$ cat src/rtl/core/assert_macros.svh
// assertion helpers used by julia_set_escape_pixel
`ifndef ASSERT_MACROS_SVH
`define ASSERT_MACROS_SVH

// same-cycle implication
`define ASSERT_IMPLIES(label, clk, rst, ante, cons) \
   label: assert property (@(posedge clk) disable iff (rst) (ante) |-> (cons)) \
      else $error("assertion failed: ante |-> cons");

// next-cycle implication
`define ASSERT_NEXT(label, clk, rst, ante, cons) \
   label: assert property (@(posedge clk) disable iff (rst) (ante) |=> (cons)) \
      else $error("assertion failed: ante |=> cons");

`endif

$ cat src/rtl/core/jsep_pkg.sv
package jsep_pkg;

   // number format
   localparam int FRAC_BITS  = 24;
   localparam int COORD_BITS = 12;
   localparam int Q_W        = 16 + FRAC_BITS;
   localparam int LO_W       = Q_W / 2;
   localparam int HI_W       = Q_W - LO_W;
   localparam int PROD_W     = HI_W + Q_W;
   localparam int ACC_W      = 2 * Q_W;
   localparam int RES_W      = ACC_W - FRAC_BITS + 2;
   localparam int SUM_W      = RES_W + 2;
   localparam int DIVD_W     = COORD_BITS + FRAC_BITS;
   localparam int DIV_CNT_W  = $clog2(DIVD_W);

   // register widths
   localparam int CONST_W = 26;
   localparam int ITER_W  = 10;
   localparam int LIMIT_W = 16;
   localparam int CSR_W   = 26;
   localparam int CSR_IDX_W = 3;
   localparam int COLOR_W = 8;

   // register indexes
   localparam logic [CSR_IDX_W-1:0] CSR_NUM_ROWS  = 3'd0;
   localparam logic [CSR_IDX_W-1:0] CSR_NUM_COLS  = 3'd1;
   localparam logic [CSR_IDX_W-1:0] CSR_C_REAL    = 3'd2;
   localparam logic [CSR_IDX_W-1:0] CSR_C_IMAG    = 3'd3;
   localparam logic [CSR_IDX_W-1:0] CSR_MAX_ITER  = 3'd4;
   localparam logic [CSR_IDX_W-1:0] CSR_ESC_LIMIT = 3'd5;

   // register reset values
   localparam logic [COORD_BITS-1:0]     NUM_ROWS_RST  = 12'd1080;
   localparam logic [COORD_BITS-1:0]     NUM_COLS_RST  = 12'd1920;
   localparam logic signed [CONST_W-1:0] C_REAL_RST    = -26'sd13421773;
   localparam logic signed [CONST_W-1:0] C_IMAG_RST    = 26'sd2617246;
   localparam logic [ITER_W-1:0]         MAX_ITER_RST  = 10'd200;
   localparam logic [LIMIT_W-1:0]        ESC_LIMIT_RST = 16'd1000;

   // inside colour
   localparam logic [COLOR_W-1:0] INSIDE_RED   = 8'd51;
   localparam logic [COLOR_W-1:0] INSIDE_GREEN = 8'd102;
   localparam logic [COLOR_W-1:0] INSIDE_BLUE  = 8'd178;

   typedef enum logic [3:0] {
      ST_IDLE,
      ST_RE_DIV_GO,
      ST_RE_DIV_WAIT,
      ST_IM_DIV_GO,
      ST_IM_DIV_WAIT,
      ST_MUL_GO,
      ST_MUL_WAIT,
      ST_UPDATE,
      ST_CHECK,
      ST_FINISH
   } state_type;

   typedef enum logic [1:0] {
      OP_RR,
      OP_II,
      OP_RI
   } mul_op_type;

   typedef struct packed {
      logic start;
      logic half_shift;
   } mul_ctrl_type;

endpackage

$ cat src/rtl/core/jsep_div.sv
// restoring divider, one quotient bit per cycle
// quotient = (mag << FRAC_BITS) / divisor
module jsep_div (
   input  logic                              clock,
   input  logic                              reset,
   input  logic                              start,
   input  logic [jsep_pkg::COORD_BITS-1:0]   mag,
   input  logic [jsep_pkg::COORD_BITS-1:0]   divisor,
   output logic                              done,
   output logic [jsep_pkg::DIVD_W-1:0]       quot
);

   logic                                running_ff, running_in;
   logic                                done_ff, done_in;
   logic [jsep_pkg::DIV_CNT_W-1:0]      cnt_ff, cnt_in;
   logic [jsep_pkg::COORD_BITS-1:0]     rem_ff, rem_in;
   logic [jsep_pkg::COORD_BITS-1:0]     dvs_ff, dvs_in;
   logic [jsep_pkg::DIVD_W-1:0]         q_ff, q_in;
   logic [jsep_pkg::COORD_BITS:0]       trial;
   logic                                fits;

   // one shift-subtract step
   always_comb begin
      trial = {rem_ff, q_ff[jsep_pkg::DIVD_W-1]};
      fits  = (trial >= {1'b0, dvs_ff});
   end

   always_comb begin
      running_in = running_ff;
      done_in    = 1'b0;
      cnt_in     = cnt_ff;
      rem_in     = rem_ff;
      dvs_in     = dvs_ff;
      q_in       = q_ff;
      if (start) begin
         running_in = 1'b1;
         cnt_in     = '0;
         rem_in     = '0;
         dvs_in     = divisor;
         q_in       = {mag, {jsep_pkg::FRAC_BITS{1'b0}}};
      end else if (running_ff) begin
         rem_in = fits ? jsep_pkg::COORD_BITS'(trial - {1'b0, dvs_ff})
                       : jsep_pkg::COORD_BITS'(trial);
         q_in   = {q_ff[jsep_pkg::DIVD_W-2:0], fits};
         cnt_in = cnt_ff + 1'b1;
         if (cnt_ff == jsep_pkg::DIV_CNT_W'(jsep_pkg::DIVD_W - 1)) begin
            running_in = 1'b0;
            done_in    = 1'b1;
         end
      end
   end

   always_ff @(posedge clock) begin
      if (reset) begin
         running_ff <= 1'b0;
         done_ff    <= 1'b0;
         cnt_ff     <= '0;
      end else begin
         running_ff <= running_in;
         done_ff    <= done_in;
         cnt_ff     <= cnt_in;
      end
      rem_ff <= rem_in;
      dvs_ff <= dvs_in;
      q_ff   <= q_in;
   end

   assign done = done_ff;
   assign quot = q_ff;

endmodule

$ cat src/rtl/core/jsep_mul.sv
// shared fixed point multiplier: two partial products of a half by a full
// magnitude, then a floored shift by FRAC_BITS, one less with half_shift
module jsep_mul (
   input  logic                                 clock,
   input  logic                                 reset,
   input  jsep_pkg::mul_ctrl_type               ctrl,
   input  logic signed [jsep_pkg::Q_W-1:0]      op_a,
   input  logic signed [jsep_pkg::Q_W-1:0]      op_b,
   output logic                                 done,
   output logic signed [jsep_pkg::RES_W-1:0]    result
);

   logic                                 running_ff, running_in;
   logic                                 done_ff, done_in;
   logic [1:0]                           step_ff, step_in;
   logic [jsep_pkg::Q_W-1:0]             a_mag_ff, a_mag_in;
   logic [jsep_pkg::Q_W-1:0]             b_mag_ff, b_mag_in;
   logic                                 neg_ff, neg_in;
   logic                                 half_ff, half_in;
   logic [jsep_pkg::PROD_W-1:0]          prod_ff, prod_in;
   logic [jsep_pkg::ACC_W-1:0]           acc_ff, acc_in;
   logic signed [jsep_pkg::RES_W-1:0]    res_ff, res_in;
   logic [jsep_pkg::HI_W-1:0]            a_part;
   logic signed [jsep_pkg::ACC_W:0]      signed_acc;
   logic signed [jsep_pkg::ACC_W:0]      shifted;

   // partial product of the selected half of a by all of b
   always_comb begin
      a_part  = step_ff[0] ? a_mag_ff[jsep_pkg::Q_W-1:jsep_pkg::LO_W]
                           : jsep_pkg::HI_W'(a_mag_ff[jsep_pkg::LO_W-1:0]);
      prod_in = a_part * b_mag_ff;
   end

   // sign the exact product and floor it
   always_comb begin
      signed_acc = neg_ff ? -$signed({1'b0, acc_ff}) : $signed({1'b0, acc_ff});
      shifted    = half_ff ? (signed_acc >>> (jsep_pkg::FRAC_BITS - 1))
                           : (signed_acc >>> jsep_pkg::FRAC_BITS);
   end

   // step sequencer
   always_comb begin
      running_in = running_ff;
      done_in    = 1'b0;
      step_in    = step_ff;
      a_mag_in   = a_mag_ff;
      b_mag_in   = b_mag_ff;
      neg_in     = neg_ff;
      half_in    = half_ff;
      acc_in     = acc_ff;
      res_in     = res_ff;
      if (ctrl.start) begin
         running_in = 1'b1;
         step_in    = 2'd0;
         acc_in     = '0;
         a_mag_in   = op_a[jsep_pkg::Q_W-1] ? jsep_pkg::Q_W'(-op_a) : op_a;
         b_mag_in   = op_b[jsep_pkg::Q_W-1] ? jsep_pkg::Q_W'(-op_b) : op_b;
         neg_in     = op_a[jsep_pkg::Q_W-1] ^ op_b[jsep_pkg::Q_W-1];
         half_in    = ctrl.half_shift;
      end else if (running_ff) begin
         case (step_ff)
            2'd0: begin
               step_in = 2'd1;
            end
            2'd1: begin
               acc_in  = acc_ff + jsep_pkg::ACC_W'(prod_ff);
               step_in = 2'd2;
            end
            2'd2: begin
               acc_in  = acc_ff + (jsep_pkg::ACC_W'(prod_ff) << jsep_pkg::LO_W);
               step_in = 2'd3;
            end
            default: begin
               res_in     = shifted[jsep_pkg::RES_W-1:0];
               running_in = 1'b0;
               done_in    = 1'b1;
            end
         endcase
      end
   end

   always_ff @(posedge clock) begin
      if (reset) begin
         running_ff <= 1'b0;
         done_ff    <= 1'b0;
         step_ff    <= 2'd0;
      end else begin
         running_ff <= running_in;
         done_ff    <= done_in;
         step_ff    <= step_in;
      end
      a_mag_ff <= a_mag_in;
      b_mag_ff <= b_mag_in;
      neg_ff   <= neg_in;
      half_ff  <= half_in;
      prod_ff  <= prod_in;
      acc_ff   <= acc_in;
      res_ff   <= res_in;
   end

   assign done   = done_ff;
   assign result = res_ff;

endmodule

$ cat src/rtl/core/julia_set_escape_pixel.sv
// channel | ports                                  | transaction moves
// --------+----------------------------------------+---------------------------------
// req     | req_valid req_ready req_row req_col    | one pixel position
// rsp     | rsp_valid rsp_ready rsp_inside_res     | verdict and colour of one pixel
//         | rsp_red rsp_green rsp_blue             |
// csr     | csr_wr_en csr_index csr_wdata          | one register write, no wait
//
// one pixel runs two 36-step divisions that set the start point, then n iterations,
// n the iterations run before escape or the budget runs out; each iteration is
// three products through the one shared multiplier.
// req_ready is high only while idle; a finished result waits in the output
// register, and a new pixel is taken meanwhile but not finished until rsp drains.
// reset is synchronous and restores the register defaults.
`include "assert_macros.svh"
module julia_set_escape_pixel (
   input  logic                                 clock,
   input  logic                                 reset,
   input  logic                                 req_valid,
   output logic                                 req_ready,
   input  logic [jsep_pkg::COORD_BITS-1:0]      req_row,
   input  logic [jsep_pkg::COORD_BITS-1:0]      req_col,
   output logic                                 rsp_valid,
   input  logic                                 rsp_ready,
   output logic                                 rsp_inside_res,
   output logic [jsep_pkg::COLOR_W-1:0]         rsp_red,
   output logic [jsep_pkg::COLOR_W-1:0]         rsp_green,
   output logic [jsep_pkg::COLOR_W-1:0]         rsp_blue,
   input  logic                                 csr_wr_en,
   input  logic [jsep_pkg::CSR_IDX_W-1:0]       csr_index,
   input  logic [jsep_pkg::CSR_W-1:0]           csr_wdata
);

   localparam logic signed [jsep_pkg::Q_W-1:0] Q_MAX =
      {1'b0, {(jsep_pkg::Q_W-1){1'b1}}};
   localparam logic signed [jsep_pkg::Q_W-1:0] Q_MIN =
      {1'b1, {(jsep_pkg::Q_W-1){1'b0}}};
   localparam logic signed [jsep_pkg::SUM_W-1:0] SUM_QMAX = jsep_pkg::SUM_W'(Q_MAX);
   localparam logic signed [jsep_pkg::SUM_W-1:0] SUM_QMIN = jsep_pkg::SUM_W'(Q_MIN);

   // clamp to the z component range
   function automatic logic signed [jsep_pkg::Q_W-1:0] sat_q(
      input logic signed [jsep_pkg::SUM_W-1:0] v
   );
      if (v > SUM_QMAX) begin
         return Q_MAX;
      end else if (v < SUM_QMIN) begin
         return Q_MIN;
      end
      return v[jsep_pkg::Q_W-1:0];
   endfunction

   jsep_pkg::state_type                   state_ff, state_in;
   jsep_pkg::mul_op_type                  op_ff, op_in;

   logic [jsep_pkg::COORD_BITS-1:0]       num_rows_ff, num_rows_in;
   logic [jsep_pkg::COORD_BITS-1:0]       num_cols_ff, num_cols_in;
   logic signed [jsep_pkg::CONST_W-1:0]   c_real_ff, c_real_in;
   logic signed [jsep_pkg::CONST_W-1:0]   c_imag_ff, c_imag_in;
   logic [jsep_pkg::ITER_W-1:0]           max_iter_ff, max_iter_in;
   logic [jsep_pkg::LIMIT_W-1:0]          esc_limit_ff, esc_limit_in;

   logic [jsep_pkg::COORD_BITS-1:0]       row_ff, row_in;
   logic [jsep_pkg::COORD_BITS-1:0]       col_ff, col_in;
   logic                                  coord_neg_ff, coord_neg_in;
   logic signed [jsep_pkg::Q_W-1:0]       re_ff, re_in;
   logic signed [jsep_pkg::Q_W-1:0]       im_ff, im_in;
   logic signed [jsep_pkg::RES_W-1:0]     rr_ff, rr_in;
   logic signed [jsep_pkg::RES_W-1:0]     ii_ff, ii_in;
   logic signed [jsep_pkg::RES_W-1:0]     ri_ff, ri_in;
   logic [jsep_pkg::ITER_W-1:0]           k_ff, k_in;
   logic                                  verdict_ff, verdict_in;
   logic                                  rsp_valid_ff, rsp_valid_in;
   logic                                  rsp_inside_ff, rsp_inside_in;

   logic                                  req_accept;
   logic                                  rsp_slot_free;
   logic [jsep_pkg::COORD_BITS-1:0]       coord_idx;
   logic [jsep_pkg::COORD_BITS-1:0]       coord_count;
   logic [jsep_pkg::COORD_BITS-1:0]       half_cnt;
   logic signed [jsep_pkg::COORD_BITS:0]  coord_diff;
   logic [jsep_pkg::COORD_BITS-1:0]       div_mag;
   logic [jsep_pkg::COORD_BITS-1:0]       div_divisor;
   logic                                  div_start;
   logic                                  div_done;
   logic [jsep_pkg::DIVD_W-1:0]           div_quot;
   logic signed [jsep_pkg::Q_W-1:0]       quot_pos;
   logic signed [jsep_pkg::Q_W-1:0]       start_coord;
   jsep_pkg::mul_ctrl_type                mul_ctrl;
   logic signed [jsep_pkg::Q_W-1:0]       mul_a;
   logic signed [jsep_pkg::Q_W-1:0]       mul_b;
   logic                                  mul_done;
   logic signed [jsep_pkg::RES_W-1:0]     mul_res;
   logic signed [jsep_pkg::SUM_W-1:0]     re_sum;
   logic signed [jsep_pkg::SUM_W-1:0]     im_sum;
   logic signed [jsep_pkg::RES_W:0]       mag_sum;
   logic signed [jsep_pkg::RES_W:0]       bound;
   logic                                  escape;
   logic                                  budget_spent;

   assign req_accept    = req_valid && req_ready;
   assign rsp_slot_free = !rsp_valid_ff || rsp_ready;

   // configuration writes
   always_comb begin
      num_rows_in  = num_rows_ff;
      num_cols_in  = num_cols_ff;
      c_real_in    = c_real_ff;
      c_imag_in    = c_imag_ff;
      max_iter_in  = max_iter_ff;
      esc_limit_in = esc_limit_ff;
      if (csr_wr_en) begin
         case (csr_index)
            jsep_pkg::CSR_NUM_ROWS:  num_rows_in  = csr_wdata[jsep_pkg::COORD_BITS-1:0];
            jsep_pkg::CSR_NUM_COLS:  num_cols_in  = csr_wdata[jsep_pkg::COORD_BITS-1:0];
            jsep_pkg::CSR_C_REAL:    c_real_in    = csr_wdata[jsep_pkg::CONST_W-1:0];
            jsep_pkg::CSR_C_IMAG:    c_imag_in    = csr_wdata[jsep_pkg::CONST_W-1:0];
            jsep_pkg::CSR_MAX_ITER:  max_iter_in  = csr_wdata[jsep_pkg::ITER_W-1:0];
            jsep_pkg::CSR_ESC_LIMIT: esc_limit_in = csr_wdata[jsep_pkg::LIMIT_W-1:0];
            default: ;
         endcase
      end
   end

   // start point operands for the divider
   always_comb begin
      coord_idx   = (state_ff == jsep_pkg::ST_RE_DIV_GO) ? row_ff : col_ff;
      coord_count = (state_ff == jsep_pkg::ST_RE_DIV_GO) ? num_rows_ff : num_cols_ff;
      half_cnt    = coord_count >> 1;
      if (half_cnt == '0) begin
         half_cnt = jsep_pkg::COORD_BITS'(1);
      end
      coord_diff  = $signed({1'b0, half_cnt}) - $signed({1'b0, coord_idx});
      div_mag     = coord_diff[jsep_pkg::COORD_BITS] ?
                    jsep_pkg::COORD_BITS'(-coord_diff) :
                    jsep_pkg::COORD_BITS'(coord_diff);
      div_divisor = {half_cnt[jsep_pkg::COORD_BITS-2:0], 1'b0};
      quot_pos    = $signed(jsep_pkg::Q_W'(div_quot));
      start_coord = coord_neg_ff ? -quot_pos : quot_pos;
   end

   // multiplier operand select
   always_comb begin
      mul_a = (op_ff == jsep_pkg::OP_II) ? im_ff : re_ff;
      mul_b = (op_ff == jsep_pkg::OP_RR) ? re_ff : im_ff;
   end

   // update and escape arithmetic
   always_comb begin
      re_sum  = jsep_pkg::SUM_W'(rr_ff) - jsep_pkg::SUM_W'(ii_ff)
              + jsep_pkg::SUM_W'(c_real_ff);
      im_sum  = jsep_pkg::SUM_W'(ri_ff) + jsep_pkg::SUM_W'(c_imag_ff);
      mag_sum = (jsep_pkg::RES_W+1)'(rr_ff) + (jsep_pkg::RES_W+1)'(ii_ff);
      bound   = $signed((jsep_pkg::RES_W+1)'({esc_limit_ff,
                                              {jsep_pkg::FRAC_BITS{1'b0}}}));
      escape       = mag_sum > bound;
      budget_spent = (k_ff == max_iter_ff);
   end

   // next state
   always_comb begin
      state_in = state_ff;
      case (state_ff)
         jsep_pkg::ST_IDLE: begin
            if (req_valid) state_in = jsep_pkg::ST_RE_DIV_GO;
         end
         jsep_pkg::ST_RE_DIV_GO: state_in = jsep_pkg::ST_RE_DIV_WAIT;
         jsep_pkg::ST_RE_DIV_WAIT: begin
            if (div_done) state_in = jsep_pkg::ST_IM_DIV_GO;
         end
         jsep_pkg::ST_IM_DIV_GO: state_in = jsep_pkg::ST_IM_DIV_WAIT;
         jsep_pkg::ST_IM_DIV_WAIT: begin
            if (div_done) begin
               state_in = (max_iter_ff == '0) ? jsep_pkg::ST_FINISH : jsep_pkg::ST_MUL_GO;
            end
         end
         jsep_pkg::ST_MUL_GO: state_in = jsep_pkg::ST_MUL_WAIT;
         jsep_pkg::ST_MUL_WAIT: begin
            if (mul_done) begin
               if (op_ff == jsep_pkg::OP_RI) begin
                  state_in = (k_ff == '0) ? jsep_pkg::ST_UPDATE : jsep_pkg::ST_CHECK;
               end else begin
                  state_in = jsep_pkg::ST_MUL_GO;
               end
            end
         end
         jsep_pkg::ST_UPDATE: state_in = jsep_pkg::ST_MUL_GO;
         jsep_pkg::ST_CHECK: begin
            state_in = (escape || budget_spent) ? jsep_pkg::ST_FINISH : jsep_pkg::ST_UPDATE;
         end
         jsep_pkg::ST_FINISH: begin
            if (rsp_slot_free) state_in = jsep_pkg::ST_IDLE;
         end
         default: state_in = jsep_pkg::ST_IDLE;
      endcase
   end

   // state outputs
   always_comb begin
      req_ready           = (state_ff == jsep_pkg::ST_IDLE);
      div_start           = (state_ff == jsep_pkg::ST_RE_DIV_GO) ||
                            (state_ff == jsep_pkg::ST_IM_DIV_GO);
      mul_ctrl.start      = (state_ff == jsep_pkg::ST_MUL_GO);
      mul_ctrl.half_shift = (op_ff == jsep_pkg::OP_RI);
   end

   // datapath registers
   always_comb begin
      row_in        = row_ff;
      col_in        = col_ff;
      coord_neg_in  = coord_neg_ff;
      re_in         = re_ff;
      im_in         = im_ff;
      rr_in         = rr_ff;
      ii_in         = ii_ff;
      ri_in         = ri_ff;
      k_in          = k_ff;
      op_in         = op_ff;
      verdict_in    = verdict_ff;
      rsp_inside_in = rsp_inside_ff;
      rsp_valid_in  = rsp_valid_ff && !rsp_ready;
      case (state_ff)
         jsep_pkg::ST_IDLE: begin
            if (req_accept) begin
               row_in = req_row;
               col_in = req_col;
            end
         end
         jsep_pkg::ST_RE_DIV_GO, jsep_pkg::ST_IM_DIV_GO: begin
            coord_neg_in = coord_diff[jsep_pkg::COORD_BITS];
         end
         jsep_pkg::ST_RE_DIV_WAIT: begin
            if (div_done) re_in = start_coord;
         end
         jsep_pkg::ST_IM_DIV_WAIT: begin
            if (div_done) begin
               im_in      = start_coord;
               k_in       = '0;
               op_in      = jsep_pkg::OP_RR;
               verdict_in = 1'b1;
            end
         end
         jsep_pkg::ST_MUL_WAIT: begin
            if (mul_done) begin
               case (op_ff)
                  jsep_pkg::OP_RR: begin
                     rr_in = mul_res;
                     op_in = jsep_pkg::OP_II;
                  end
                  jsep_pkg::OP_II: begin
                     ii_in = mul_res;
                     op_in = jsep_pkg::OP_RI;
                  end
                  default: begin
                     ri_in = mul_res;
                     op_in = jsep_pkg::OP_RR;
                  end
               endcase
            end
         end
         jsep_pkg::ST_UPDATE: begin
            re_in = sat_q(re_sum);
            im_in = sat_q(im_sum);
            k_in  = k_ff + 1'b1;
            op_in = jsep_pkg::OP_RR;
         end
         jsep_pkg::ST_CHECK: begin
            verdict_in = !escape;
         end
         jsep_pkg::ST_FINISH: begin
            if (rsp_slot_free) begin
               rsp_inside_in = verdict_ff;
               rsp_valid_in  = 1'b1;
            end
         end
         default: ;
      endcase
   end

   always_ff @(posedge clock) begin
      if (reset) begin
         state_ff     <= jsep_pkg::ST_IDLE;
         op_ff        <= jsep_pkg::OP_RR;
         rsp_valid_ff <= 1'b0;
         k_ff         <= '0;
         num_rows_ff  <= jsep_pkg::NUM_ROWS_RST;
         num_cols_ff  <= jsep_pkg::NUM_COLS_RST;
         c_real_ff    <= jsep_pkg::C_REAL_RST;
         c_imag_ff    <= jsep_pkg::C_IMAG_RST;
         max_iter_ff  <= jsep_pkg::MAX_ITER_RST;
         esc_limit_ff <= jsep_pkg::ESC_LIMIT_RST;
      end else begin
         state_ff     <= state_in;
         op_ff        <= op_in;
         rsp_valid_ff <= rsp_valid_in;
         k_ff         <= k_in;
         num_rows_ff  <= num_rows_in;
         num_cols_ff  <= num_cols_in;
         c_real_ff    <= c_real_in;
         c_imag_ff    <= c_imag_in;
         max_iter_ff  <= max_iter_in;
         esc_limit_ff <= esc_limit_in;
      end
      row_ff        <= row_in;
      col_ff        <= col_in;
      coord_neg_ff  <= coord_neg_in;
      re_ff         <= re_in;
      im_ff         <= im_in;
      rr_ff         <= rr_in;
      ii_ff         <= ii_in;
      ri_ff         <= ri_in;
      verdict_ff    <= verdict_in;
      rsp_inside_ff <= rsp_inside_in;
   end

   // start point divider
   jsep_div u_div (
      .clock   (clock),
      .reset   (reset),
      .start   (div_start),
      .mag     (div_mag),
      .divisor (div_divisor),
      .done    (div_done),
      .quot    (div_quot)
   );

   // shared multiplier
   jsep_mul u_mul (
      .clock  (clock),
      .reset  (reset),
      .ctrl   (mul_ctrl),
      .op_a   (mul_a),
      .op_b   (mul_b),
      .done   (mul_done),
      .result (mul_res)
   );

   // result outputs
   assign rsp_valid      = rsp_valid_ff;
   assign rsp_inside_res = rsp_inside_ff;
   assign rsp_red        = rsp_inside_ff ? jsep_pkg::INSIDE_RED   : '0;
   assign rsp_green      = rsp_inside_ff ? jsep_pkg::INSIDE_GREEN : '0;
   assign rsp_blue       = rsp_inside_ff ? jsep_pkg::INSIDE_BLUE  : '0;

   // sequencer checks
   `ASSERT_IMPLIES(a_div_done_in_wait, clock, reset, div_done, (state_ff == jsep_pkg::ST_RE_DIV_WAIT) || (state_ff == jsep_pkg::ST_IM_DIV_WAIT))
   `ASSERT_IMPLIES(a_mul_done_in_wait, clock, reset, mul_done, state_ff == jsep_pkg::ST_MUL_WAIT)
   `ASSERT_IMPLIES(a_rsp_from_finish, clock, reset, $rose(rsp_valid_ff), $past(state_ff) == jsep_pkg::ST_FINISH)
   `ASSERT_NEXT(a_accept_starts_div, clock, reset, req_valid && req_ready, state_ff == jsep_pkg::ST_RE_DIV_GO)

endmodule
$ cat config.mk
export PLATFORM = sky130hd
export DESIGN_NAME = julia_set_escape_pixel
export DESIGN_NICKNAME = d
export VERILOG_FILES = /design/src/rtl/core/jsep_pkg.sv /design/src/rtl/core/jsep_div.sv /design/src/rtl/core/jsep_mul.sv /design/src/rtl/core/julia_set_escape_pixel.sv
export VERILOG_INCLUDE_DIRS = /design/src /design/src/rtl/core
export SDC_FILE = /design/constraint.sdc
export NUM_CORES = 2
export LEC_CHECK = 0
export BUFFER_PORTS_ARGS = -buffer_cell sky130_fd_sc_hd__buf_2
export CORE_MARGIN = 3
export CORE_UTILIZATION = 61
export DETAILED_ROUTE_END_ITERATION = 8
export GPL_ROUTABILITY_DRIVEN = 0
export PLACE_DENSITY_LB_ADDON = 0.25
export SLEW_MARGIN = 30
export SYNTH_ARGS = -nofsm -noshare
export SYNTH_HDL_FRONTEND = slang
export SYNTH_SLANG_ARGS = --single-unit
$ cat constraint.sdc
create_clock -name clock -period 8.8 [get_ports clock]
set_input_delay 2.2 -clock clock [delete_from_list [all_inputs] [get_ports clock]]
set_output_delay 2.2 -clock clock [all_outputs]
set_load 0.03 [all_outputs]
After elaboration in Yosys (flattened, before gate mapping)
Index checks and enable logic that the tools add are counted.
{ "totals": {"register_bits": 751, "input_bits": 58, "elab_cells": 203} }
{ "op_classes": {"n_addsub": 15, "multipliers": 1, "magnitude_cmp": 6, "eq_ne": 25, "muxes": 63, "bitwise_logic": 6, "n_reduce_logical": 48} }
{ "op_table": {"columns": ["cell", "n"], "rows": [
  ["two-way mux 40 bit", 10],
  ["one-hot mux 40 bit (2 select lines)", 2],
  ["one-hot mux 80 bit (2 select lines)", 1],
  ["two-way mux 81 bit", 1],
  ["negation 80 -> 81 bit", 1],
  ["adder 80 x 60 -> 80 bit", 1],
  ["adder 80 bit", 1],
  ["negation 40 bit", 2],
  ["two-way mux 39 bit", 2],
  ["two-way mux 36 bit", 2],
  ["adder 59 x 26 -> 60 bit", 1],
  ["greater-than comparator 60 x 40 -> 1 bit (second input constant)", 1],
  ["less-than comparator 60 x 40 -> 1 bit (second input constant)", 1],
  ["multiplier 20 x 40 -> 60 bit", 1],
  ["adder 58 x 26 -> 59 bit", 1],
  ["adder 58 x 58 -> 59 bit", 1],
  ["greater-than comparator 59 x 40 -> 1 bit (second input constant)", 1],
  ["greater-than comparator 59 x 41 -> 1 bit", 1],
  ["less-than comparator 59 x 40 -> 1 bit (second input constant)", 1],
  ["subtractor 58 x 58 -> 59 bit", 1],
  ["two-way mux 57 bit", 1],
  ["two-way mux 12 bit", 4],
  ["negation 36 -> 40 bit", 1],
  ["one-hot mux 4 bit (10 select lines)", 1],
  ["49 further kinds", 124]
]} }

Depth between registers and ports, before layout
{ "logic_depth": {"word_depth": 8, "depth_mapped": 31, "ltp_nobuf": 29} }

Modules after synthesis
From an unflattened synthesis, not the netlist that was laid out.
{ "unflattened": {"hier_cells": 9198, "area_unflattened_um2": 80031.8} }
{ "by_module_without_submodules": {"columns": ["mod", "n_inst", "cells_each", "area_per_inst_um2"], "rows": [
  ["jsep_mul", 1, 5415, 46156.8],
  ["julia_set_escape_pixel", 1, 3470, 30660.7],
  ["jsep_div", 1, 313, 3214.3]
]} }

Least setup slack after synthesis
OpenSTA, ideal clock, no wires.
{ "synth_timing": {"path_type": "register -> register", "startpoint": "register u_mul.step_ff[0]", "endpoint": "register u_mul.prod_ff[58] (netlist name)", "setup_ns": 0.134, "t_arrival_ns": 7.955, "required_ns": 8.666, "path_slack_ns": 0.711, "path_stages_with_launch": 28, "path_buffers": 3, "cell_sequence": "dfxtp_1 -> buf_1 -> mux2_2 -> clkbuf_1 -> and2_1 -> fa_1 -> fa_1 -> fa_1 -> fa_1 -> fa_1 -> fa_1 -> inv_1 -> fa_1 -> inv_1 -> ha_1 -> clkbuf_1 -> nand3_1 -> nor2_1 -> nand3_1 -> a211oi_1 -> a21bo_2 -> a21oi_1 -> o211ai_1 -> a211oi_1 -> o22ai_1 -> o21ai_0 -> nor3_1 -> or4_1"} }
{ "synth_via": {"elab_chain_cells": 2} }
{ "synth_lines": {"columns": ["element", "line_no", "text"], "rows": [
  ["from (decl)", "jsep_mul.sv:15", "logic [1:0] step_ff, step_in;"],
  ["from (signal assigned)", "jsep_mul.sv:90", "step_ff <= step_in;"],
  ["two-way mux 20 bit", "jsep_mul.sv:29", "a_part = step_ff[0] ? a_mag_ff[jsep_pkg::Q_W-1:jsep_pkg::LO_W]"],
  ["multiplier 20 x 40 -> 60 bit", "jsep_mul.sv:31", "prod_in = a_part * b_mag_ff;"],
  ["via u_mul.prod_in, one bit", "jsep_mul.sv:20", "logic [jsep_pkg::PROD_W-1:0] prod_ff, prod_in;"],
  ["to (signal assigned)", "jsep_mul.sv:96", "prod_ff <= prod_in;"],
  ["to (decl)", "jsep_mul.sv:20", null]
]} }
The timed path passes the listed nets, and every way through them passes these cells.
A chain may end at the register's enable or synchronous reset.

Worst setup path after layout
Same ends and word-level chain as after synthesis.

==> out/qor.txt <==
CP peak stage delay: 590 ps
Post-synth EDFFs: 444
clock tree buffer depth: 3
Total Wirelength: 233.7 mm
Final Net Count: 10300
CTS Sinks: 749
status: complete, no violations
DRT Pass-1 Iters: 9
first-pass GRT wire length: 368.7 mm
Routed Antenna Nets: 0
Post-Place Worst Slack: -37.19 ps
post-synthesis cell type count: 96
fin crit period: 8477 ps
Initial Util: 0.6192
Yosys Warn Count: 0
hold crit path type: flop to flop
Post-Syn Area: 79570 sq um
WP data arrival: 9040 ps
die area: 134800 sq um
CTS root buffer: clkbuf_16
Congestion Overflow GR: 0
Setup Skew: 44.18 ps
post-route setup slack: 323.1 ps
Final Hold Fails: 0
Area growth, synth to finish: 5.854%
top-level I/O count: 85
Remaining DRCs: 0
H-tree depth: 3
half-perimeter wire length after detailed placement: 182.5 mm
largest net degree at the start of global routing: 75
Cells after Synth: 9182
most frequent CP cell: fa_1
TritonCTS clock tree: built
Port Buf Inserts: 72
post-synthesis sequential area ratio: 0.2443
GRT Util Overall: 0.3427
MaxCap Viol Count: 0
final core occ: 0.6555
Worst setup SP type: flop
DR vias: 68390
clock slew at reported path FFs: 60 ps
CP max-delay cell: fa_1
Final period util: 0.9633
critical path fanouts, max: 23
worst hold slack: 454.3 ps
Crit. End Element: flop
ys async rst share: 0
Max Freq: 0.1180 GHz
DR vias/cell: 6.342
Slew headroom: 0.2490
FP Rows: 131
worst-margin pin slew: 1127 ps
RSZ-0062 raised after global routing: no
CTS buffer count: 81
Final Max Tran Viols: 0
WL/cell: 21.67 um
Core ar.: 128500 sq um
Crit Path Class: flop to flop
initial antenna violation count: 3
FF+latch count, synth: 749
required time of the critical path: 9360 ps
clk_lat worst skew: 700 ps
share of layout cells above drive strength 1: 0.05292
vias in the first global route: 66610
commonest non-fill, non-tap cell in the layout: nand2_1
most frequent cells in the layout: nand2_1, inv_1, fa_1
Iteration-0 DRC Markers: 7701
ys flop type: edfxtp_1
die width: 367.2 um
die span in y: 367.2 um
final setup violation count: 0
cts hold-fix bufs: 0
mean post-synth cell area: 8.666 sq um
[stage by stage]
step                instance area, sq um  setup TNS [ps]  cells
detailed placement                 81330          -37.19  10630
global route                       84220               0  10780
finish                             84230               0  10780
floorplan                          79610               0   9193
global placement                   81300               0  10630
CTS                                84110               0  10780
[Yosys cell counts (103+ instances only)]
| cell | count | area share |
|---|---|---|
| clkbuf_1 | 433 | 0.020 |
| xnor2_1 | 242 | 0.027 |
| nand2_1 | 1202 | 0.057 |
| ha_1 | 513 | 0.081 |
| inv_1 | 1095 | 0.052 |
| nand3_1 | 170 | 0.011 |
| dfxtp_1 | 305 | 0.077 |
| xor2_1 | 198 | 0.022 |
| nand4_1 | 103 | 0.0081 |
| nor3_1 | 151 | 0.0095 |
| o21ai_0 | 402 | 0.025 |
| mux2i_1 | 143 | 0.018 |
| fa_1 | 744 | 0.19 |
| a21oi_1 | 629 | 0.040 |
| edfxtp_1 | 444 | 0.17 |
| a21o_1 | 229 | 0.022 |
| and2_1 | 337 | 0.026 |
| nor2_1 | 495 | 0.023 |
[layout make-up]
type | instances | area (sq um)
clock buffers | 112 | 2285
diodes | 3 | 7.507
flip-flops and latches | 749 | 19440
well taps | 1729 | 2163
multi-input cells | 6840 | 54270
clock inverters | 39 | 479.2
repair buffers | 214 | 1461
inverters | 1098 | 4124
fillers | 10560 | 44270
[worst max-delay path: cells and delay by family, from the launching register on]
kind / cells / cell delay (ps)
flip-flops: 1 / 380
adder cells (fa/ha/maj): 8 / 4010
AND/OR/NAND/NOR: 6 / 1250
buffers and inverters: 6 / 800
AO/OA/AOI/OAI: 7 / 1510
multiplexers: 1 / 360
[registers in the layout, summed over array words and instances (netlist names), 36 cells and up]
name,count
u_mul.a_mag_ff,40
re_ff,40
u_mul.acc_ff,80
u_mul.result,58
im_ff,40
u_mul.b_mag_ff,40
u_mul.prod_ff,60
u_div.quot,36
rr_ff,58
ri_ff,58
ii_ff,58
[metal layers]
layer | wire length [um] | up-vias | global-route usage
met5 | 16 | - | 0
met4 | 12270 | 2 | 0.1503
met3 | 24350 | 723 | 0.07263
met2 | 104600 | 3663 | 0.5369
met1 | 92470 | 33170 | 0.4601
li1 | - | 30830 | -
[worst paths after layout]
check,start,endpoint,slack (ps),depth (start not counted)
worst min register to register,num_cols_ff[11],num_cols_ff[11],450,2
worst max register to register,u_mul.step_ff[0],u_mul.prod_ff[58],320,28
worst min-delay path,num_cols_ff[11],num_cols_ff[11],450,2
worst max-delay path,u_mul.step_ff[0],u_mul.prod_ff[58],320,28
[timing repair]
item / CTS / global route
resized for setup: 4 / 24
setup buffers: 0 / 1
pin swaps: 0 / 1
gates cloned: 0 / 0
setup endpoints to repair: 3 / 9
hold endpoints to repair: 0 / 0
[cell families after synthesis]
kind of cell,count (synthesis),share of synthesized area
xor+xnor,440,0.04843
buf+inv,1604,0.07721
fa+ha+maj,1257,0.2678
compound gates,2046,0.1646
simple gates,2902,0.1739
flops,749,0.2443
mux,183,0.02365
other cells,1,0.00004713
Power is left out: the tool's default activity adds up to more than one toggle a clock period on the data nets, which glitch-free logic cannot reach.
